[src/sv/pgws_pkg.sv]
`timescale 1ns / 1ps

package pgws_pkg;

   localparam int FRAC_BITS_DEFAULT = 16;

   localparam int ACC_W = 66;
   localparam int DIV_W = 64;
   localparam int CNT_W = $clog2(DIV_W);
   localparam logic [15:0] TOLERANCE_RESET = 16'd7;

   localparam logic [3:0] CMD_SOLVE_SUN     = 4'd0;
   localparam logic [3:0] CMD_SOLVE_RING    = 4'd1;
   localparam logic [3:0] CMD_SOLVE_CARRIER = 4'd2;
   localparam logic [3:0] CMD_SOLVE_K       = 4'd3;
   localparam logic [3:0] CMD_CHECK         = 4'd4;
   localparam logic [3:0] CMD_DERIV_SUN     = 4'd5;
   localparam logic [3:0] CMD_DERIV_RING    = 4'd6;
   localparam logic [3:0] CMD_DERIV_CARRIER = 4'd7;
   localparam logic [3:0] CMD_DERIV_K       = 4'd8;
   localparam logic [3:0] CMD_CLEAR         = 4'd9;

   localparam logic MUL_RING_K   = 1'b0;
   localparam logic MUL_CARR_KM1 = 1'b1;

   typedef struct packed {
      logic load;
      logic mul_en;
      logic mul_sel;
      logic acc_init;
      logic acc_add;
      logic acc_sub;
      logic div_start;
      logic div_step;
      logic res_load;
   } ctrl_type;

   typedef struct packed {
      logic [3:0] cmd;
      logic       div_zero;
      logic       div_last;
   } stat_type;

endpackage

[src/sv/pgws_ctrl.sv]
`timescale 1ns / 1ps

module pgws_ctrl (
   input  logic                clock,
   input  logic                reset,
   input  logic                req_tvalid,
   output logic                req_tready,
   output logic                rsp_tvalid,
   input  logic                rsp_tready,
   input  pgws_pkg::stat_type  stat,
   output pgws_pkg::ctrl_type  ctrl
);

   typedef enum logic [6:0] {
      ST_IDLE = 7'b0000001,
      ST_MUL1 = 7'b0000010,
      ST_MUL2 = 7'b0000100,
      ST_SUM  = 7'b0001000,
      ST_PREP = 7'b0010000,
      ST_DIV  = 7'b0100000,
      ST_DONE = 7'b1000000
   } state_type;

   state_type state_ff, state_in;
   logic      rsp_valid_ff, rsp_valid_in;

   assign req_tready = (state_ff == ST_IDLE);
   assign rsp_tvalid = rsp_valid_ff;

   always_comb begin
      ctrl     = '0;
      state_in = state_ff;
      case (state_ff)
         ST_IDLE: begin
            if (req_tvalid) begin
               ctrl.load = 1'b1;
               state_in  = ST_MUL1;
            end
         end
         ST_MUL1: begin
            ctrl.mul_en   = 1'b1;
            ctrl.acc_init = 1'b1;
            ctrl.mul_sel  = (stat.cmd == pgws_pkg::CMD_SOLVE_RING) ?
                            pgws_pkg::MUL_CARR_KM1 : pgws_pkg::MUL_RING_K;
            case (stat.cmd)
               pgws_pkg::CMD_SOLVE_SUN, pgws_pkg::CMD_SOLVE_RING,
               pgws_pkg::CMD_SOLVE_CARRIER, pgws_pkg::CMD_CHECK: state_in = ST_MUL2;
               pgws_pkg::CMD_SOLVE_K: state_in = ST_PREP;
               default: state_in = ST_DONE;
            endcase
         end
         ST_MUL2: begin
            ctrl.mul_en  = 1'b1;
            ctrl.mul_sel = pgws_pkg::MUL_CARR_KM1;
            if (stat.cmd == pgws_pkg::CMD_CHECK) begin
               ctrl.acc_sub = 1'b1;
            end else begin
               ctrl.acc_add = 1'b1;
            end
            case (stat.cmd)
               pgws_pkg::CMD_SOLVE_SUN, pgws_pkg::CMD_CHECK: state_in = ST_SUM;
               default: state_in = ST_PREP;
            endcase
         end
         ST_SUM: begin
            if (stat.cmd == pgws_pkg::CMD_CHECK) begin
               ctrl.acc_add = 1'b1;
            end else begin
               ctrl.acc_sub = 1'b1;
            end
            state_in = ST_DONE;
         end
         ST_PREP: begin
            ctrl.div_start = 1'b1;
            state_in       = ST_DIV;
         end
         ST_DIV: begin
            if (stat.div_zero) begin
               state_in = ST_DONE;
            end else begin
               ctrl.div_step = 1'b1;
               if (stat.div_last) begin
                  state_in = ST_DONE;
               end
            end
         end
         ST_DONE: begin
            if (!rsp_valid_ff || rsp_tready) begin
               ctrl.res_load = 1'b1;
               state_in      = ST_IDLE;
            end
         end
         default: state_in = ST_IDLE;
      endcase
   end

   always_comb begin
      if (ctrl.res_load) begin
         rsp_valid_in = 1'b1;
      end else if (rsp_tready) begin
         rsp_valid_in = 1'b0;
      end else begin
         rsp_valid_in = rsp_valid_ff;
      end
   end

   always_ff @(posedge clock) begin
      if (reset) begin
         state_ff     <= ST_IDLE;
         rsp_valid_ff <= 1'b0;
      end else begin
         state_ff     <= state_in;
         rsp_valid_ff <= rsp_valid_in;
      end
   end

`ifndef SYNTH
   a_accept_starts: assert property (@(posedge clock) disable iff (reset)
      (req_tvalid && req_tready) |=> (state_ff == ST_MUL1))
      else $error("accepted transaction did not start the sequence");
   a_load_when_free: assert property (@(posedge clock) disable iff (reset)
      ctrl.res_load |-> (!rsp_valid_ff || rsp_tready))
      else $error("result register overwritten while a transaction was pending");
`endif

endmodule

[src/sv/pgws_datapath.sv]
`timescale 1ns / 1ps

module pgws_datapath #(
   parameter int FRAC_BITS = pgws_pkg::FRAC_BITS_DEFAULT
) (
   input  logic               clock,
   input  logic               reset,
   input  pgws_pkg::ctrl_type ctrl,
   output pgws_pkg::stat_type stat,
   input  logic [3:0]         in_cmd,
   input  logic [127:0]       in_data,
   input  logic               csr_we,
   input  logic [15:0]        csr_wdata,
   output logic [31:0]        out_value,
   output logic [2:0]         out_flags
);

   localparam int AW = pgws_pkg::ACC_W;
   localparam int DW = pgws_pkg::DIV_W;
   localparam int CW = pgws_pkg::CNT_W;

   function automatic logic [31:0] sat32(input logic signed [AW-1:0] v);
      logic signed [AW-1:0] hi;
      logic signed [AW-1:0] lo;
      hi = AW'(signed'(33'sh0_7FFF_FFFF));
      lo = -hi - AW'(signed'(2'sb01));
      if (v > hi) begin
         sat32 = 32'h7FFF_FFFF;
      end else if (v < lo) begin
         sat32 = 32'h8000_0000;
      end else begin
         sat32 = v[31:0];
      end
   endfunction

   logic [3:0]           cmd_ff;
   logic signed [31:0]   sun_ff, ring_ff, carrier_ff, k_ff;
   logic signed [32:0]   km1_ff, diff_ff;
   logic signed [AW-1:0] prod_ff, prod_in;
   logic signed [AW-1:0] acc_ff, acc_in;
   logic [32:0]          rem_ff, rem_in;
   logic [DW-1:0]        quo_ff, quo_in;
   logic [CW-1:0]        cnt_ff, cnt_in;
   logic [32:0]          dmag_ff;
   logic                 neg_ff;
   logic                 dz_ff, dz_in;
   logic [15:0]          tol_ff;
   logic                 sticky_ff, sticky_in;
   logic [31:0]          value_ff, value_in;
   logic [2:0]           flags_ff, flags_in;

   logic signed [31:0]   d_sun, d_ring, d_carrier, d_k;
   logic signed [32:0]   mul_a, mul_b;
   logic signed [AW-1:0] term, init_val;
   logic signed [32:0]   divisor;
   logic [32:0]          dmag;
   logic [AW-1:0]        nmag, nshift;
   logic [33:0]          rem_sh, rem_sub;
   logic [31:0]          qsat, kmag;
   logic                 cons;

   assign d_sun     = in_data[31:0];
   assign d_ring    = in_data[63:32];
   assign d_carrier = in_data[95:64];
   assign d_k       = in_data[127:96];

   assign mul_a   = (ctrl.mul_sel == pgws_pkg::MUL_CARR_KM1) ?
                    {carrier_ff[31], carrier_ff} : {ring_ff[31], ring_ff};
   assign mul_b   = (ctrl.mul_sel == pgws_pkg::MUL_CARR_KM1) ? km1_ff : {k_ff[31], k_ff};
   assign prod_in = ctrl.mul_en ? (mul_a * mul_b) : prod_ff;
   assign term    = prod_ff >>> FRAC_BITS;

   always_comb begin
      case (cmd_ff)
         pgws_pkg::CMD_SOLVE_RING, pgws_pkg::CMD_CHECK:
            init_val = {{(AW-32){sun_ff[31]}}, sun_ff};
         pgws_pkg::CMD_SOLVE_CARRIER:
            init_val = -{{(AW-32){sun_ff[31]}}, sun_ff};
         pgws_pkg::CMD_SOLVE_K:
            init_val = {{(AW-32){carrier_ff[31]}}, carrier_ff}
                     - {{(AW-32){sun_ff[31]}}, sun_ff};
         default: init_val = '0;
      endcase
   end

   always_comb begin
      if (ctrl.acc_init) begin
         acc_in = init_val;
      end else if (ctrl.acc_add) begin
         acc_in = acc_ff + term;
      end else if (ctrl.acc_sub) begin
         acc_in = acc_ff - term;
      end else begin
         acc_in = acc_ff;
      end
   end

   always_comb begin
      case (cmd_ff)
         pgws_pkg::CMD_SOLVE_RING:    divisor = {k_ff[31], k_ff};
         pgws_pkg::CMD_SOLVE_CARRIER: divisor = km1_ff;
         default:                     divisor = diff_ff;
      endcase
   end

   assign dmag    = divisor[32] ? 33'(-divisor) : 33'(divisor);
   assign nmag    = acc_ff[AW-1] ? AW'(-acc_ff) : AW'(acc_ff);
   assign nshift  = nmag << FRAC_BITS;
   assign rem_sh  = {rem_ff, quo_ff[DW-1]};
   assign rem_sub = rem_sh - {1'b0, dmag_ff};

   always_comb begin
      rem_in = rem_ff;
      quo_in = quo_ff;
      cnt_in = cnt_ff;
      dz_in  = dz_ff;
      if (ctrl.load) begin
         dz_in = 1'b0;
      end else if (ctrl.div_start) begin
         rem_in = '0;
         quo_in = nshift[DW-1:0];
         cnt_in = '0;
         dz_in  = (dmag == '0);
      end else if (ctrl.div_step) begin
         cnt_in = cnt_ff + CW'(1);
         if (!rem_sub[33]) begin
            rem_in = rem_sub[32:0];
            quo_in = {quo_ff[DW-2:0], 1'b1};
         end else begin
            rem_in = rem_sh[32:0];
            quo_in = {quo_ff[DW-2:0], 1'b0};
         end
      end
   end

   always_comb begin
      if (neg_ff) begin
         qsat = (quo_ff >= DW'(32'h8000_0000)) ? 32'h8000_0000 : -quo_ff[31:0];
      end else begin
         qsat = (quo_ff > DW'(32'h7FFF_FFFF)) ? 32'h7FFF_FFFF : quo_ff[31:0];
      end
   end

   assign kmag = k_ff[31] ? -k_ff : k_ff;
   assign cons = (kmag > {16'd0, tol_ff}) && (nmag < AW'(tol_ff));

   always_comb begin
      value_in  = value_ff;
      flags_in  = flags_ff;
      sticky_in = sticky_ff;
      if (ctrl.res_load) begin
         sticky_in = (cmd_ff == pgws_pkg::CMD_CLEAR) ? 1'b1 : (dz_ff ? 1'b0 : sticky_ff);
         value_in  = '0;
         flags_in  = {sticky_in, 1'b0, dz_ff};
         case (cmd_ff)
            pgws_pkg::CMD_SOLVE_SUN: value_in = sat32(acc_ff);
            pgws_pkg::CMD_SOLVE_RING, pgws_pkg::CMD_SOLVE_CARRIER,
            pgws_pkg::CMD_SOLVE_K: value_in = dz_ff ? '0 : qsat;
            pgws_pkg::CMD_CHECK: begin
               value_in    = sat32(acc_ff);
               flags_in[1] = cons;
            end
            pgws_pkg::CMD_DERIV_SUN: value_in = sat32(AW'(1) <<< FRAC_BITS);
            pgws_pkg::CMD_DERIV_RING:
               value_in = sat32(-{{(AW-32){k_ff[31]}}, k_ff});
            pgws_pkg::CMD_DERIV_CARRIER:
               value_in = sat32({{(AW-33){km1_ff[32]}}, km1_ff});
            pgws_pkg::CMD_DERIV_K:
               value_in = sat32({{(AW-33){diff_ff[32]}}, diff_ff});
            default: value_in = '0;
         endcase
      end
   end

   always_ff @(posedge clock) begin
      if (ctrl.load) begin
         cmd_ff     <= in_cmd;
         sun_ff     <= d_sun;
         ring_ff    <= d_ring;
         carrier_ff <= d_carrier;
         k_ff       <= d_k;
         km1_ff     <= {d_k[31], d_k} - (33'sd1 <<< FRAC_BITS);
         diff_ff    <= {d_carrier[31], d_carrier} - {d_ring[31], d_ring};
      end
      if (ctrl.div_start) begin
         dmag_ff <= dmag;
         neg_ff  <= acc_ff[AW-1] ^ divisor[32];
      end
      prod_ff  <= prod_in;
      acc_ff   <= acc_in;
      rem_ff   <= rem_in;
      quo_ff   <= quo_in;
      value_ff <= value_in;
      flags_ff <= flags_in;
   end

   always_ff @(posedge clock) begin
      if (reset) begin
         cnt_ff    <= '0;
         dz_ff     <= 1'b0;
         tol_ff    <= pgws_pkg::TOLERANCE_RESET;
         sticky_ff <= 1'b1;
      end else begin
         cnt_ff    <= cnt_in;
         dz_ff     <= dz_in;
         sticky_ff <= sticky_in;
         if (csr_we) begin
            tol_ff <= csr_wdata;
         end
      end
   end

   assign stat.cmd      = cmd_ff;
   assign stat.div_zero = dz_ff;
   assign stat.div_last = (cnt_ff == CW'(DW - 1));
   assign out_value     = value_ff;
   assign out_flags     = flags_ff;

`ifndef SYNTH
   a_no_step_on_zero: assert property (@(posedge clock) disable iff (reset)
      ctrl.div_step |-> !dz_ff)
      else $error("divider stepped with a zero divisor");
   a_zero_clears_sticky: assert property (@(posedge clock) disable iff (reset)
      (ctrl.res_load && dz_ff) |=> (!sticky_ff && !flags_ff[2] && flags_ff[0]))
      else $error("zero divisor did not clear the sticky status");
`endif

endmodule

[src/sv/planetary_gear_willis_solver.sv]
`timescale 1ns / 1ps

// Willis relation solver for a planetary gear set in signed fixed point.
// The request channel carries one transaction per item: the command in
// req_tuser and the sun, ring, carrier speeds and ratio k in req_tdata.
// The response channel returns one transaction per request: the value in
// rsp_tdata and the division, consistency and sticky status flags in rsp_tuser.
// The tolerance register is written through csr_we and csr_wdata; the user
// must write it only while idle, which the block itself does not enforce.
// A request is taken only when the sequencer is idle, one item at a time.
// Derivative, clear and unused commands go to the response after the first
// multiply state; solve-for-sun and check take two multiply steps and a sum;
// solve-for-ring and solve-for-carrier take two multiply steps and
// solve-for-k one, then the 64 steps of the shared radix-2 divider, one
// quotient bit a cycle; with a zero divisor the steps are skipped.
// The multiplier is shared and registered, so products are formed one per cycle.
// A finished response sits in an output register, and the block takes the
// next request while the receiver stalls; a second result waits until the
// first is taken.
// Synchronous reset returns to idle, sets tolerance to 7 and status_ok to 1.

module planetary_gear_willis_solver #(
   parameter int FRAC_BITS = pgws_pkg::FRAC_BITS_DEFAULT
) (
   input  logic         clock,
   input  logic         reset,
   input  logic         req_tvalid,
   output logic         req_tready,
   input  logic [127:0] req_tdata,  // w_sun, w_ring, w_carrier, ratio_k
   input  logic [3:0]   req_tuser,  // cmd
   output logic         rsp_tvalid,
   input  logic         rsp_tready,
   output logic [31:0]  rsp_tdata,  // value
   output logic [2:0]   rsp_tuser,  // div_by_zero, consistent, status_ok
   input  logic         csr_we,
   input  logic [15:0]  csr_wdata
);

   pgws_pkg::ctrl_type ctrl;
   pgws_pkg::stat_type stat;

   pgws_ctrl u_ctrl (
      .clock      (clock),
      .reset      (reset),
      .req_tvalid (req_tvalid),
      .req_tready (req_tready),
      .rsp_tvalid (rsp_tvalid),
      .rsp_tready (rsp_tready),
      .stat       (stat),
      .ctrl       (ctrl)
   );

   pgws_datapath #(
      .FRAC_BITS (FRAC_BITS)
   ) u_datapath (
      .clock     (clock),
      .reset     (reset),
      .ctrl      (ctrl),
      .stat      (stat),
      .in_cmd    (req_tuser),
      .in_data   (req_tdata),
      .csr_we    (csr_we),
      .csr_wdata (csr_wdata),
      .out_value (rsp_tdata),
      .out_flags (rsp_tuser)
   );

endmodule
[config.mk]
export PLATFORM = sky130hd
export DESIGN_NAME = planetary_gear_willis_solver
export DESIGN_NICKNAME = d
export VERILOG_FILES = /design/src/sv/pgws_pkg.sv /design/src/sv/pgws_ctrl.sv /design/src/sv/pgws_datapath.sv /design/src/sv/planetary_gear_willis_solver.sv
export SDC_FILE = /design/constraint.sdc
export NUM_CORES = 2
export LEC_CHECK = 0
export BUFFER_PORTS_ARGS = -buffer_cell sky130_fd_sc_hd__buf_2
export CAP_MARGIN = 20
export CORE_MARGIN = 2
export CORE_UTILIZATION = 54
export DETAILED_ROUTE_END_ITERATION = 10
export PLACE_DENSITY = 0.72
export SYNTH_ARGS = -nofsm -noshare
export SYNTH_HDL_FRONTEND = slang
export SYNTH_SLANG_ARGS = --single-unit
[constraint.sdc]
create_clock -name clock -period 12.55 [get_ports clock]
set_input_delay 0 -clock clock [delete_from_list [all_inputs] [get_ports clock]]
set_output_delay 0 -clock clock [all_outputs]
set_load 0.05 [all_outputs]
Yosys cells after proc, flatten, opt, wreduce, memory -nomap -nowiden
Cells that the tools add are included.
{"block": "word_totals", "out_inout_bits": 37, "register_bits": 528}
{"block": "op_classes", "n_addsub": 13, "n_mux": 54, "mul": 1, "n_eq_ne": 20, "n_reduce_logical": 15, "order_cmp": 12, "n_bitwise": 2}
{"operator": "two-way mux 32 bit", "n": 13}
{"operator": "two-way mux 66 bit", "n": 4}
{"operator": "negation 66 bit", "n": 3}
{"operator": "one-hot mux 66 bit (3 select lines)", "n": 1}
{"operator": "one-hot mux 32 bit (6 select lines)", "n": 1}
{"operator": "two-way mux 33 bit", "n": 5}
{"operator": "greater-than comparator 66 x 32 -> 1 bit (second input constant)", "n": 2}
{"operator": "< comparator 66 x 32 -> 1 bit (second input constant)", "n": 2}
{"operator": "two-way mux 64 bit", "n": 2}
{"operator": "adder 66 x 50 -> 66 bit", "n": 1}
{"operator": "greater-than comparator 33 x 32 -> 1 bit (second input constant)", "n": 2}
{"operator": "< comparator 33 x 32 -> 1 bit (second input constant)", "n": 2}
{"operator": "< comparator 66 x 16 -> 1 bit", "n": 1}
{"operator": "multiplier 33 x 33 -> 66 bit", "n": 1}
{"operator": "one-hot mux 33 bit (2 select lines)", "n": 1}
{"operator": "subtractor 32 x 32 -> 33 bit", "n": 2}
{"operator": "subtractor 66 x 50 -> 66 bit", "n": 1}
{"operator": "greater-or-equal comparator 64 x 32 -> 1 bit (second input constant)", "n": 1}
{"operator": "greater-than comparator 64 x 31 -> 1 bit (second input constant)", "n": 1}
{"operator": "negation 32 bit", "n": 2}
{"operator": "one-hot mux 7 bit (7 select lines)", "n": 1}
{"operator": "subtractor 34 x 33 -> 34 bit", "n": 1}
{"operator": "logical NOT 33 bit", "n": 1}
{"operator": "negation 33 bit", "n": 1}
{"operator": "other kinds (37)", "n": 65}

Longest topological paths before layout
{"block": "depth", "word_depth": 6, "ltp_mapped": 38, "mapped_depth_nobuf": 32}

Cells and area by module
From an unflattened synthesis, not the netlist that was laid out.
{"block": "unflattened", "cells_unflattened": 8119, "area_unflattened_um2": 74475.2}
{"module": "pgws_datapath", "instances": 1, "cells_per_inst": 8037, "area_per_inst_um2": 73850.8, "seq_area_each_um2": 14413.8}
{"module": "pgws_ctrl", "instances": 1, "cells_per_inst": 82, "area_per_inst_um2": 624.3, "seq_area_each_um2": 160.2}

Worst setup path after synthesis
Ideal clock, no wire load.
{"block": "synth_timing", "kind": "register -> register", "start": "register u_ctrl.state_ff[0]", "end": "register u_datapath.prod_ff[56] (data pin)", "slack_ns": 1.447, "t_arrival_ns": 10.842, "stages_incl_launch_ff": 35, "required_time_ns": 12.289, "setup_ns": 0.261, "cell_sequence": "dfxtp_1 > or4_4 > or2_0 > buf_2 > nor2_1 > buf_1 > buf_1 > buf_2 > mux2i_1 > nor2_1 > fa_1 > inv_1 > fa_1 > fa_1 > fa_1 > inv_1 > fa_1 > fa_1 > fa_1 > inv_1 > fa_1 > inv_1 > ha_1 > clkbuf_1 > a21o_1 > a21o_1 > a21o_1 > a21oi_1 > nor2b_1 > o21ai_0 > nand2b_1 > a21oi_1 > mux2i_1 > o211ai_1 > a311o_1"}
{"block": "synth_via", "elab_chain_len": 4, "word_cells_on_any_way": 6}
{"element": "start, declared", "line_no": "pgws_ctrl.sv:24", "rtl": "state_type state_ff, state_in;"}
{"element": "start signal, assigned", "line_no": "pgws_ctrl.sv:112", "rtl": "state_ff <= state_in;"}
{"element": "equality test 7 x 3 -> 1 bit / equality test 7 x 2 -> 1 bit (equally long branches)", "line_no": "pgws_ctrl.sv:33", "rtl": "case (state_ff)"}
{"element": "one-hot mux 2 bit (2 select lines) (*)", "line_no": "pgws_ctrl.sv:33"}
{"element": "two-way mux 33 bit (on tied branches)", "line_no": "pgws_datapath.sv:67, pgws_datapath.sv:69"}
{"element": "multiplier 33 x 33 -> 66 bit (*)", "line_no": "pgws_datapath.sv:70", "rtl": "assign prod_in = ctrl.mul_en ? (mul_a * mul_b) : prod_ff;"}
{"element": "end signal, assigned", "line_no": "pgws_datapath.sv:189", "rtl": "prod_ff <= prod_in;"}
{"element": "end, declared", "line_no": "pgws_datapath.sv:39", "rtl": "logic signed [AW-1:0] prod_ff, prod_in;"}
Mark *: on every way between the ends. The rest lies on a longest branch, timed or not.
A chain may end at the register's enable or synchronous reset.

Worst setup path in the final report
{"block": "layout_timing", "start": "register u_datapath.cmd_ff[1]", "end": "register u_datapath.prod_ff[65] (data pin)"}
{"block": "layout_via", "elab_chain_len": 5, "word_cells_on_any_way": 6}
{"element": "start, declared", "line_no": "pgws_datapath.sv:36", "rtl": "logic [3:0] cmd_ff;"}
{"element": "start signal, assigned", "line_no": "pgws_datapath.sv:177", "rtl": "cmd_ff <= in_cmd;"}
{"element": "equality test 4 x 1 -> 1 bit (*)", "line_no": "pgws_ctrl.sv:43", "rtl": "ctrl.mul_sel = (stat.cmd == pgws_pkg::CMD_SOLVE_RING) ?"}
{"element": "two-way mux 1 bit (*)", "line_no": "pgws_ctrl.sv:43"}
{"element": "one-hot mux 2 bit (2 select lines) (*)", "line_no": "pgws_ctrl.sv:33"}
{"element": "two-way mux 33 bit (on tied branches)", "line_no": "pgws_datapath.sv:67, pgws_datapath.sv:69"}
{"element": "multiplier 33 x 33 -> 66 bit (*)", "line_no": "pgws_datapath.sv:70"}
Marked as above.

==> flow_summary.json <==
{
  "core.rowCount": 136,
  "first_pass_iters": 9,
  "relSlewSlack": 0.2176,
  "rsz0062_at_grt": "no",
  "drt_first_iter_violations": 6599,
  "drv_slew": 0,
  "place_ws_ns": 0.9229,
  "clkLatencyLatePin_ns": 0.66,
  "ys_types": 95,
  "wire_per_inst_microns": 26.72,
  "setup.worst_path.end_class": "register",
  "timing.final.crit_share": 0.9224,
  "die_area_sq_um": 141000,
  "numCtsBuffers": 55,
  "start_util": 0.5429,
  "start_kind": "register",
  "synth_area_per_cell_sq_um": 9.052,
  "arrival_ns": 11.97,
  "drive_gt1_frac": 0.06654,
  "clkTransAtPathRegs_ns": 0.06,
  "clock_sinks": 496,
  "ant_nets": 0,
  "root_buffer": "clkbuf_16",
  "status": "finished clean",
  "grt.total_usage": 0.3910,
  "syn-cell-area_sq_um": 74550,
  "pin_count": 190,
  "synth.yosys.seq_area_share": 0.1955,
  "die_w_microns": 375.6,
  "crit_slowest_cell": "fa_1",
  "crit_top_cell": "fa_1",
  "fillers": 12000,
  "critical_path_class": "reg2reg",
  "place.gp.congestion": 1.018,
  "drc_errors": 0,
  "port_buffers": 189,
  "crit_fanout": 88,
  "cts_tree": "done",
  "setup_viol": 0,
  "route.vias.total": 63170,
  "grt_first_pass_wirelength_microns": 408900,
  "maxCapViolCount": 0,
  "finalCriticalPeriod_ns": 11.58,
  "grt_pass1_vias": 64560,
  "synth-main-ff-cell": "edfxtp_1",
  "synthTopCellsByArea": "fa_1 (30%), edfxtp_1 (19%), inv_1 (7.1%)",
  "min_path_type": "in2reg",
  "yosys_warnings": 0,
  "synthArstFlopShare": 0,
  "antenna_found_initial": 14,
  "post_drt_via_cell_ratio": 6.166,
  "crit_buf_inv": 8,
  "synth_top_cell_area_share": 0.3021,
  "area_delta_synth_final_pct": 8.971,
  "synth-seq-cells": 496,
  "cts_setup_buffers": 0,
  "fin_worst_skew_ns": 0.03474,
  "core-area_sq_um": 137300,
  "setup-tns-final_ns": 0,
  "yosys-top-cells-count": "inv_1 (1410), fa_1 (1125), nand2_1 (813)",
  "cp_slowest_stage_delay_ns": 0.91,
  "yosysMostFrequentCell": "inv_1",
  "cts_buffer_depth": 3,
  "wl_microns": 273700,
  "synth_cells": 8236,
  "cts_max_level": 2,
  "layout.nets": 10100,
  "worst_slack_ns": 0.9736,
  "holdWs_ns": 0.05026,
  "synth_nets": 9933,
  "fmax_mhz": 86.38,
  "cp.required_ns": 12.94,
  "dp_hpwl_microns": 214400,
  "grt_max_degree": 98,
  "die_h_microns": 375.6,
  "hold_violations": 0,
  "tightestPinTransition_ns": 1.174,
  "synth_edf_count": 464,
  "gr-total-overflow": 0,
  "critPathTopFamily": "adder cells",
  "synth_area_leader_cell": "fa_1"
}
==> cell type report <==
class                      count  area [sq um]  area share
antenna                        4         10.01   0.0001232
clock buffer                  64          1495     0.01840
clock inverter                36         391.6    0.004821
inverter                    1413          5311     0.06538
multi-input combinational   5929         53330      0.6565
sequential                   496         14570      0.1794
tap                         1794          2245     0.02763
timing repair buffer         508          3881     0.04778
==> through the flow <==
step,util,cell area [sq um],std cells
floorplan,-,74550,8236
global placement,0.5637,77400,9952
detailed placement,0.5639,77430,9953
CTS,0.5910,81160,10240
global route,0.5915,81230,10240
finish,0.5916,81240,10240
==> timing repair <==
action,in CTS,in global routing
gates resized for setup,0,0
endpoints found under the setup margin,0,0
hold endpoints to repair,195,0
hold buffers,184,0
==> cells by family (layout without fill, tap and decap cells) <==
logic type | after synthesis | after routing | share of synthesized area
fa+ha+maj | 1544 | 1544 | 0.3724
other cells | 0 | 4 | 0
simple gates | 2511 | 2511 | 0.1601
xor+xnor | 373 | 373 | 0.04382
buf+inv | 1811 | 2021 | 0.09142
compound gates | 1359 | 1359 | 0.1166
mux | 142 | 142 | 0.02007
flops | 496 | 496 | 0.1955
==> layer usage <==
metal  global-route usage  up-vias  share of wire
li1                     -    27240              -
met1               0.5117    31350           0.38
met2               0.5985     3676           0.44
met3              0.08084      897           0.10
met4               0.2398       10          0.076
met5                    0        -        0.00025
==> worst paths after layout <==
path	start	end	slack, ns	depth (start not counted)
max reg2reg	u_datapath.cmd_ff[1]$_DFFE_PP_	u_datapath.prod_ff[65]$_DFFE_PN_	0.97	31
min reg2reg	u_datapath.cnt_ff[5]$_SDFFE_PP0P_	u_datapath.cnt_ff[5]$_SDFFE_PP0P_	0.50	2
min	req_tdata[27]	u_datapath.sun_ff[27]$_DFFE_PP_	0.05	2
max	u_datapath.cmd_ff[1]$_DFFE_PP_	u_datapath.prod_ff[65]$_DFFE_PN_	0.97	31
==> cell usage in the layout, fill, tap and decap left out, types with 17 or more instances in the layout <==
cell type	netlist	final
nand2_1	813	813
o21bai_1	26	26
o221ai_1	35	34
and3_1	43	43
a221oi_1	22	22
o211ai_1	23	23
o21a_1	39	39
nor3_1	142	140
o31ai_1	41	40
or4_1	25	25
a31oi_1	47	47
clkbuf_16	0	59
or3_1	57	57
buf_4	0	130
o22ai_1	47	47
xor2_1	148	148
ha_1	419	419
nand4_1	87	87
nand2b_1	44	44
xnor2_1	225	225
o41ai_1	17	17
and2_1	342	341
fa_1	1125	1125
buf_2	14	189
nor4_1	51	51
dlygate4sd3_1	0	184
or2_2	18	18
o21ai_0	374	374
edfxtp_1	464	464
mux2i_1	82	76
nor2_1	667	665
nand3_1	91	90
nor2b_1	57	55
a21o_1	118	118
mux2_2	60	60
a211oi_1	55	55
inv_1	1410	1409
a21oi_1	341	336
dfxtp_1	32	32
==> worst reg2reg max path, delay by kind of cell, from the launching register on <==
kind | cells | cell delay [ns]
flip-flops | 1 | 0.39
XOR/XNOR | 1 | 0.13
adder cells (fa/ha/maj) | 9 | 5.12
buffers and inverters | 8 | 1.59
multiplexers | 1 | 0.67
AO/OA/AOI/OAI | 9 | 2.22
AND/OR/NAND/NOR | 3 | 1.21
==> state kept, by name, summed over array words and instances, names as in the netlist, 6 cells and up <==
register and count:
u_datapath.acc_ff 66, u_datapath.ring_ff 32, u_datapath.k_ff 32, u_datapath.out_value 32, u_datapath.rem_ff 33, u_datapath.prod_ff 50
u_datapath.diff_ff 33, u_ctrl.state_ff 7, u_datapath.carrier_ff 32, u_datapath.sun_ff 32, u_datapath.quo_ff 64, u_datapath.cnt_ff 6
u_datapath.tol_ff 16, u_datapath.dmag_ff 33, u_datapath.km1_ff 17
Power is left out: the tool's default activity adds up to more than one toggle a clock period on the data nets, which glitch-free logic cannot reach.
